File: src/rtl/jse_pkg.sv
// Shared types, constants and tables for the Jacobi eigensolver unit.
// Used by jse_cordic, jse_mac and jacobi_symmetric_eigensolver_unit.
package jse_pkg;

   // Matrix size and derived index widths.
   localparam int MAX_N   = 8;
   localparam int IDX_W   = $clog2(MAX_N);
   localparam int ADDR_W  = 2 * IDX_W;
   localparam int N_W     = $clog2(MAX_N + 1);
   localparam int DEPTH   = MAX_N * MAX_N;

   // CORDIC settings and fixed-point constants.
   localparam int CORDIC_STEPS = 24;
   localparam int OPND_W       = 34;
   localparam int ZW           = 36;
   localparam logic signed [31:0] ONE_Q30  = 32'sd1073741824;
   localparam logic signed [63:0] GAIN_Q30 = 64'sd652032874;
   localparam logic signed [ZW-1:0] PI_Q30 = 36'sd3373259426;
   localparam logic signed [63:0] NORM_LIMIT = 64'sd288230376151711744;

   // Configuration register indexes.
   localparam logic [1:0] REG_SIZE  = 2'd0;
   localparam logic [1:0] REG_TOL   = 2'd1;
   localparam logic [1:0] REG_LIMIT = 2'd2;

   // Sequencer states of the top level.
   typedef enum logic [4:0] {
      ST_IDLE, ST_VINIT, ST_ROT_CHK, ST_PV_RD, ST_PV_CMP, ST_PV_DEC,
      ST_RD_PP, ST_RD_QQ, ST_RD_PQ, ST_CORD_GO, ST_CORD_WAIT, ST_UPD, ST_DIAG,
      ST_EIG_RD, ST_EIG_WR, ST_SI_RD, ST_SI_LD, ST_SJ_RD, ST_SJ_CMP, ST_SWAP,
      ST_OUT_RD, ST_OUT_EM
   } top_state_type;

   // Which rotation sweep is running.
   typedef enum logic [1:0] {
      PASS_COL, PASS_ROW, PASS_VEC
   } pass_type;

   // CORDIC sequencer states.
   typedef enum logic [2:0] {
      CS_IDLE, CS_NORM, CS_VEC, CS_ROT, CS_DONE
   } cordic_state_type;

   // Control of one multiply-accumulate issue.
   typedef struct packed {
      logic en;
      logic clr;
      logic neg;
      logic dbl;
   } mac_ctl_type;

   // Arctangent of 2^-i in radians, Q.30.
   function automatic logic [29:0] atan_q30(input logic [4:0] idx);
      logic [29:0] v;
      case (idx)
         5'd0:  v = 30'd843314857;
         5'd1:  v = 30'd497837829;
         5'd2:  v = 30'd263043837;
         5'd3:  v = 30'd133525159;
         5'd4:  v = 30'd67021687;
         5'd5:  v = 30'd33543516;
         5'd6:  v = 30'd16775851;
         5'd7:  v = 30'd8388437;
         5'd8:  v = 30'd4194283;
         5'd9:  v = 30'd2097149;
         5'd10: v = 30'd1048576;
         5'd11: v = 30'd524288;
         5'd12: v = 30'd262144;
         5'd13: v = 30'd131072;
         5'd14: v = 30'd65536;
         5'd15: v = 30'd32768;
         5'd16: v = 30'd16384;
         5'd17: v = 30'd8192;
         5'd18: v = 30'd4096;
         5'd19: v = 30'd2048;
         5'd20: v = 30'd1024;
         5'd21: v = 30'd512;
         5'd22: v = 30'd256;
         5'd23: v = 30'd128;
         5'd24: v = 30'd64;
         5'd25: v = 30'd32;
         5'd26: v = 30'd16;
         5'd27: v = 30'd8;
         5'd28: v = 30'd4;
         5'd29: v = 30'd2;
         5'd30: v = 30'd1;
         default: v = 30'd0;
      endcase
      return v;
   endfunction

endpackage

File: src/rtl/jse_mac.sv
// Two-stage multiply-accumulate with round-half-up to Q.30 and 32-bit saturation.
// Terms pass the product register, then the accumulator register. Uses jse_pkg.
module jse_mac import jse_pkg::*; (
   input  logic               clock,
   input  logic               reset,
   input  mac_ctl_type        ctl,
   input  logic signed [31:0] opa,
   input  logic signed [31:0] opb,
   output logic signed [31:0] result
);

   mac_ctl_type        ctl_ff;
   logic signed [63:0] prod_ff, prod_in;
   logic signed [65:0] acc_ff, acc_in, term, base;
   logic signed [66:0] rsum;
   logic signed [36:0] rnd;

   // Stage one: product.
   assign prod_in = opa * opb;

   // Stage two: accumulate the signed term.
   always_comb begin
      term   = ctl_ff.dbl ? (66'(prod_ff) <<< 1) : 66'(prod_ff);
      base   = ctl_ff.clr ? 66'sd0 : acc_ff;
      acc_in = acc_ff;
      if (ctl_ff.en) begin
         acc_in = ctl_ff.neg ? (base - term) : (base + term);
      end
   end

   // Round half up, shift to the target format, saturate.
   always_comb begin
      rsum = 67'(acc_ff) + 67'sd536870912;
      rnd  = 37'(rsum >>> 30);
      if (rnd > 37'sd2147483647) begin
         result = 32'sh7fffffff;
      end else if (rnd < -37'sd2147483648) begin
         result = 32'sh80000000;
      end else begin
         result = rnd[31:0];
      end
   end

   always_ff @(posedge clock) begin
      if (reset) begin
         ctl_ff <= '0;
      end else begin
         ctl_ff <= ctl;
      end
      prod_ff <= prod_in;
      acc_ff  <= acc_in;
   end

endmodule

File: config.mk
export PLATFORM = sky130hd
export DESIGN_NAME = jse_mac
export DESIGN_NICKNAME = d
export VERILOG_FILES = /design/src/rtl/jse_pkg.sv /design/src/rtl/jse_mac.sv
export SDC_FILE = /design/constraint.sdc
export NUM_CORES = 2
export LEC_CHECK = 0
export ABC_AREA = 1
export BUFFER_PORTS_ARGS = -buffer_cell sky130_fd_sc_hd__clkbuf_2
export CAP_MARGIN = 30
export CORE_ASPECT_RATIO = 0.5
export CORE_MARGIN = 2
export CORE_UTILIZATION = 37
export CTS_CLUSTER_SIZE = 14
export DETAILED_ROUTE_END_ITERATION = 12
export PLACE_DENSITY = 0.53
export SYNTH_ARGS = -nofsm -noshare
export SYNTH_HDL_FRONTEND = slang
export SYNTH_SLANG_ARGS = --single-unit
File: constraint.sdc
create_clock -name clock -period 13.1 [get_ports clock]
set_input_delay 3.93 -clock clock [delete_from_list [all_inputs] [get_ports clock]]
set_output_delay 3.93 -clock clock [all_outputs]
set_load 0.03 [all_outputs]
# Word level (Yosys, flattened, before mapping)
# Index checks and enable logic that the tools add are counted.
[word_totals]
ff_bits = 134
elab_cells = 17
out_inout_bits = 32
inputBits = 70
[op_classes]
magnitude_cmp = 2
addsub = 3
n_mux = 5
mul = 1
[op_table]
columns = ["op", "n"]
rows = [
  ["66-bit 2-to-1 mux", 2],
  ["66-bit by 31-bit adder with 67-bit output (second input constant)", 1],
  ["66-bit by 65-bit adder with 66-bit output", 1],
  ["66-bit by 65-bit subtractor with 66-bit output", 1],
  ["32-bit by 32-bit multiplier with 64-bit output", 1],
  ["32-bit 2-to-1 mux", 2],
  ["64-bit 2-to-1 mux", 1],
  ["37-bit by 32-bit > comparator with 1-bit output (second input constant)", 1],
  ["37-bit by 32-bit less-than comparator with 1-bit output (second input constant)", 1],
]

# Logic depth before layout (Yosys ltp)
[logic_depth]
ltp_word = 4
ltp_mapped = 30

# Worst setup path before layout
# OpenSTA, ideal clock, no wires.
[synth_timing]
kind = "input to register"
startpoint = "input port opa[31]"
endpoint = "register prod_ff[63]"
arrival_ns = 10.569
slack_ns = 2.419
path_buffers = 1
path_stages = 27
cell_sequence = "clkbuf_1 > nand2_1 > inv_1 > fa_1 > inv_1 > fa_1 > inv_1 > fa_1 > fa_1 > inv_1 > fa_1 > inv_1 > fa_1 > inv_1 > fa_1 > inv_1 > fa_1 > ha_1 > nand2_1 > nor2_1 > inv_1 > nor2_1 > inv_1 > nor4_1 > a21oi_1 > nand2_1 > nand2_1"
[synth_between]
elab_chain_cells = 1
[synth_lines]
columns = ["item", "line", "source"]
rows = [
  ["from (decl)", "jse_mac.sv:7", "input logic signed [31:0] opa,"],
  ["32-bit by 32-bit multiplier with 64-bit output", "jse_mac.sv:19", "assign prod_in = opa * opb;"],
  ["via prod_in[63]", "jse_mac.sv:13", "logic signed [63:0] prod_ff, prod_in;"],
  ["to (signal assigned)", "jse_mac.sv:50", "prod_ff <= prod_in;"],
  ["to (decl)", "jse_mac.sv:13", ""],
]
# The timed path passes the listed nets, and every way through them passes these cells.
# A chain may end at the register's enable or synchronous reset.

# Final worst setup path
[layout_timing]
startpoint = "input port opb[5]"
endpoint = "register prod_ff[51]"
[layout_between]
elab_chain_cells = 1
[layout_lines]
columns = ["item", "line", "source"]
rows = [
  ["from (decl)", "jse_mac.sv:8", "input logic signed [31:0] opb,"],
  ["32-bit by 32-bit multiplier with 64-bit output", "jse_mac.sv:19", ""],
  ["via prod_in[51]", "jse_mac.sv:13", ""],
]
# The timed path passes the listed nets, and every way through them passes these cells.

==> results.md <==
- Status: completed
- Worst setup endpoint: prod_ff[51]$_DFF_P_
- Synth top area share: 0.419
- Hold path cells: 3
- Clk_skew: 0.0166 ns
- Crit. End Element: flop
- IO buf count: between 100 and 150
- Synth cell count leaders: inv_1, nand2_1, fa_1
- Finished Layout Cells: between 8,000 and 9,000
- Setup slack after layout: 1.98 ns
- Via count: ~43,000
- Ys Warns: 0
- DR WL/cell: 18.5 um
- Largest family of logic cells by synthesized area: adder cells
- Required @ worst endpoint: about 13 ns
- Resize count post-CTS: 0
- Clock buffer depth: 2
- Overflow after GRT: 0
- Layout area overhead: 5.95%
- Synth unique cells: 46
- Root Buffer: clkbuf_16
- Count of boundary I/O pins: approximately 100
- WL met2: about 73,000 um
- Top layer in use: met5
- RSZ-0062 raised after global routing: false
- Net count after synthesis: 8,536
- GP Congestion: 0.988
- Final hold viol count: 0
- Worst path slowest cell: fa_1
- Leading area contributor after synthesis: fa_1
- Worst slew margin: 0.289
- Site row count: 97
- Worst-Skew Late Latency: 0.49 ns
- Area taken by multi-input logic gates: between 40,000 and 50,000 um2
- Largest net degree at the start of global routing: just over 100
- Worst path buffer plus inverter count: 10
- Cell family with most CP delay: adder cells
- Crit path kind: primary input to flop
- GRT Total Usage: 0.239
- Die Footprint: between 100,000 and 150,000 um2
- Final TNS setup: 0 ns
- Met3 routed WL: about 11,000 um
- Die Span Y: 269 um
- Final setup violation count: 0
- Mapped Cells: roughly 7,100
- Fmax: roughly 90 MHz
- Sequential share of the synthesized area: 0.0645
- Fin crit share: 0.849
- Register bit total from synthesis: around 130
- Worst reg-to-reg setup slack: about 7.8 ns
- Fillcell total: 14,955
- Initial DRC Count: about 3,300
- Synth area leaders: fa_1, inv_1, nand2_1
- Share of layout cells above drive strength 1: 0.0392
- H-tree depth: 4
- Vias in the first global route: 44,790
- Hpwl dp: between 100,000 and 150,000 um
- Final wirelength: 166,000 um
- Core area: approximately 140,000 um2
- TritonCTS clock tree: done
- Post-CTS setup buffers: 0
- Vias/cell: between 4 and 5
- Crit. path cell count: 26
- Synthesized area: just over 50,000 um2
- Mean Syn Cell Area: a little over 7 um2
- TritonRoute pass-1 iters: 6
- Met1 wire length: about 77,000 um
- Placed Cells: just under 9,000
- Critical path origin: opb[5]
- Initial antenna violation count: 3
- CTS clk-pin slew, worst paths: 0.06 ns
- CP max FO: 32
- Reg-to-Reg End: acc_ff[44]$_DFFE_PP_
- Post-layout util: 0.394
- Worst slew pin tran: roughly 1.1 ns
- FF-to-FF Start: ctl_ff[0]$_SDFF_PP0_
- Slowest stage delay, CP: around 0.7 ns
- Tightest Hold Check Type: flop to flop
- Mux share of post-synthesis cell area: 0
- Post-route ant nets: 0
- Number of flops mapped to enable cells by yosys: between 60 and 70
- Top-count cell post-synth: inv_1
- NumNets Final: 8,486
- Post-synthesis adder-cell area fraction: 0.479
- Startpoint types: primary input
- Reg2Reg Depth: 17
- Initial Util: 0.371
- Fin crit period: roughly 11 ns
- Sequential cell area: 3350 um2
- DR DRC count: 0
- Die Width: 533 um
- First-pass GRT wire length: 263,000 um
- Post-Synth Simple-Gate Area: 0.221
- Dpl ws: ~1.4 ns
- # clock sinks: roughly 130
- Post-synth top flop: dfxtp_1
- Max Cap Viol: 0
- Hold Buf Count CTS: 0
- Synth Area in XOR/XNOR: 0.0294
- Share of synthesized flip-flops with an asynchronous set or reset: 0
- TritonCTS Buffers: 17
- Synth Area in Compound Gates: 0.0430
- CP Data Arrival Time: 11.50 ns
- Max Slew Vio Count: 0
## cell families after synthesis
family / after synthesis
xor+xnor: 174
fa+ha+maj: 1334
compound gates: 407
buf+inv: 2222
simple gates: 2861
flops: 134
## worst min path at each step
stage,start,to
floorplan,ctl_ff[2]$_SDFF_PP0_,acc_ff[0]$_DFFE_PP_
global placement,acc_ff[0]$_DFFE_PP_,acc_ff[0]$_DFFE_PP_
detailed placement,acc_ff[0]$_DFFE_PP_,acc_ff[0]$_DFFE_PP_
CTS,acc_ff[0]$_DFFE_PP_,acc_ff[0]$_DFFE_PP_
global route,acc_ff[0]$_DFFE_PP_,acc_ff[0]$_DFFE_PP_
finish,acc_ff[0]$_DFFE_PP_,acc_ff[0]$_DFFE_PP_
## cell type report
type / count / share of cell area
Sequential cell: 134 / 0.0610
Clock inverter: 8 / 0.00194
Multi-Input combinational cell: 4776 / 0.729
Antenna cell: 1 / 0.0000456
Clock buffer: 24 / 0.00974
Tap cell: 1881 / 0.0429
Timing Repair Buffer: 160 / 0.0191
Inverter: 1993 / 0.136
## per-stage QoR
| step | hold WS, ns | cell area, um2 |
|---|---|---|
| final | 0.759 | 54900 |
| after detailed placement | 0.754 | 54200 |
| after floorplan | 0.706 | 51800 |
| after CTS | 0.765 | 54800 |
| after global routing | 0.799 | 54900 |
| after global placement | 0.748 | 54100 |
## routing by layer
layer  global-route usage  up-vias
li1                     -    20283
met1                0.345    21213
met2                0.380     1311
met3               0.0312      172
met4               0.0569        2
met5                    0        -
## worst min-delay path, delay by kind of cell, from the launching register on
kind / cells / cell delay (ns)
fa+ha+maj: 1 / 0.12
simple gates: 1 / 0.08
flops: 1 / 0.37
buf+inv: 1 / 0.03
## layout by cell type, fill, tap and decap left out, drive strengths merged, types with 17 or more instances in the layout
master / synthesis / final
nor2: 570 / 570
ha: 251 / 251
a21oi: 170 / 170
dfxtp: 68 / 68
buf: 23 / 59
xnor2: 29 / 29
nand4: 43 / 43
nand2: 2006 / 2006
o21ai: 174 / 174
fa: 1083 / 1083
inv: 1991 / 1994
nor3: 40 / 40
edfxtp: 66 / 66
clkbuf: 206 / 125
nor4: 17 / 17
o21bai: 26 / 26
xor2: 145 / 145
nand3: 157 / 157
## registers in the layout, indices dropped and copies added (netlist names)
signal,count
acc_ff,66
ctl_ff,4
prod_ff,64
Power is left out: the tool's default activity adds up to more than one toggle a clock period on the data nets, which glitch-free logic cannot reach.
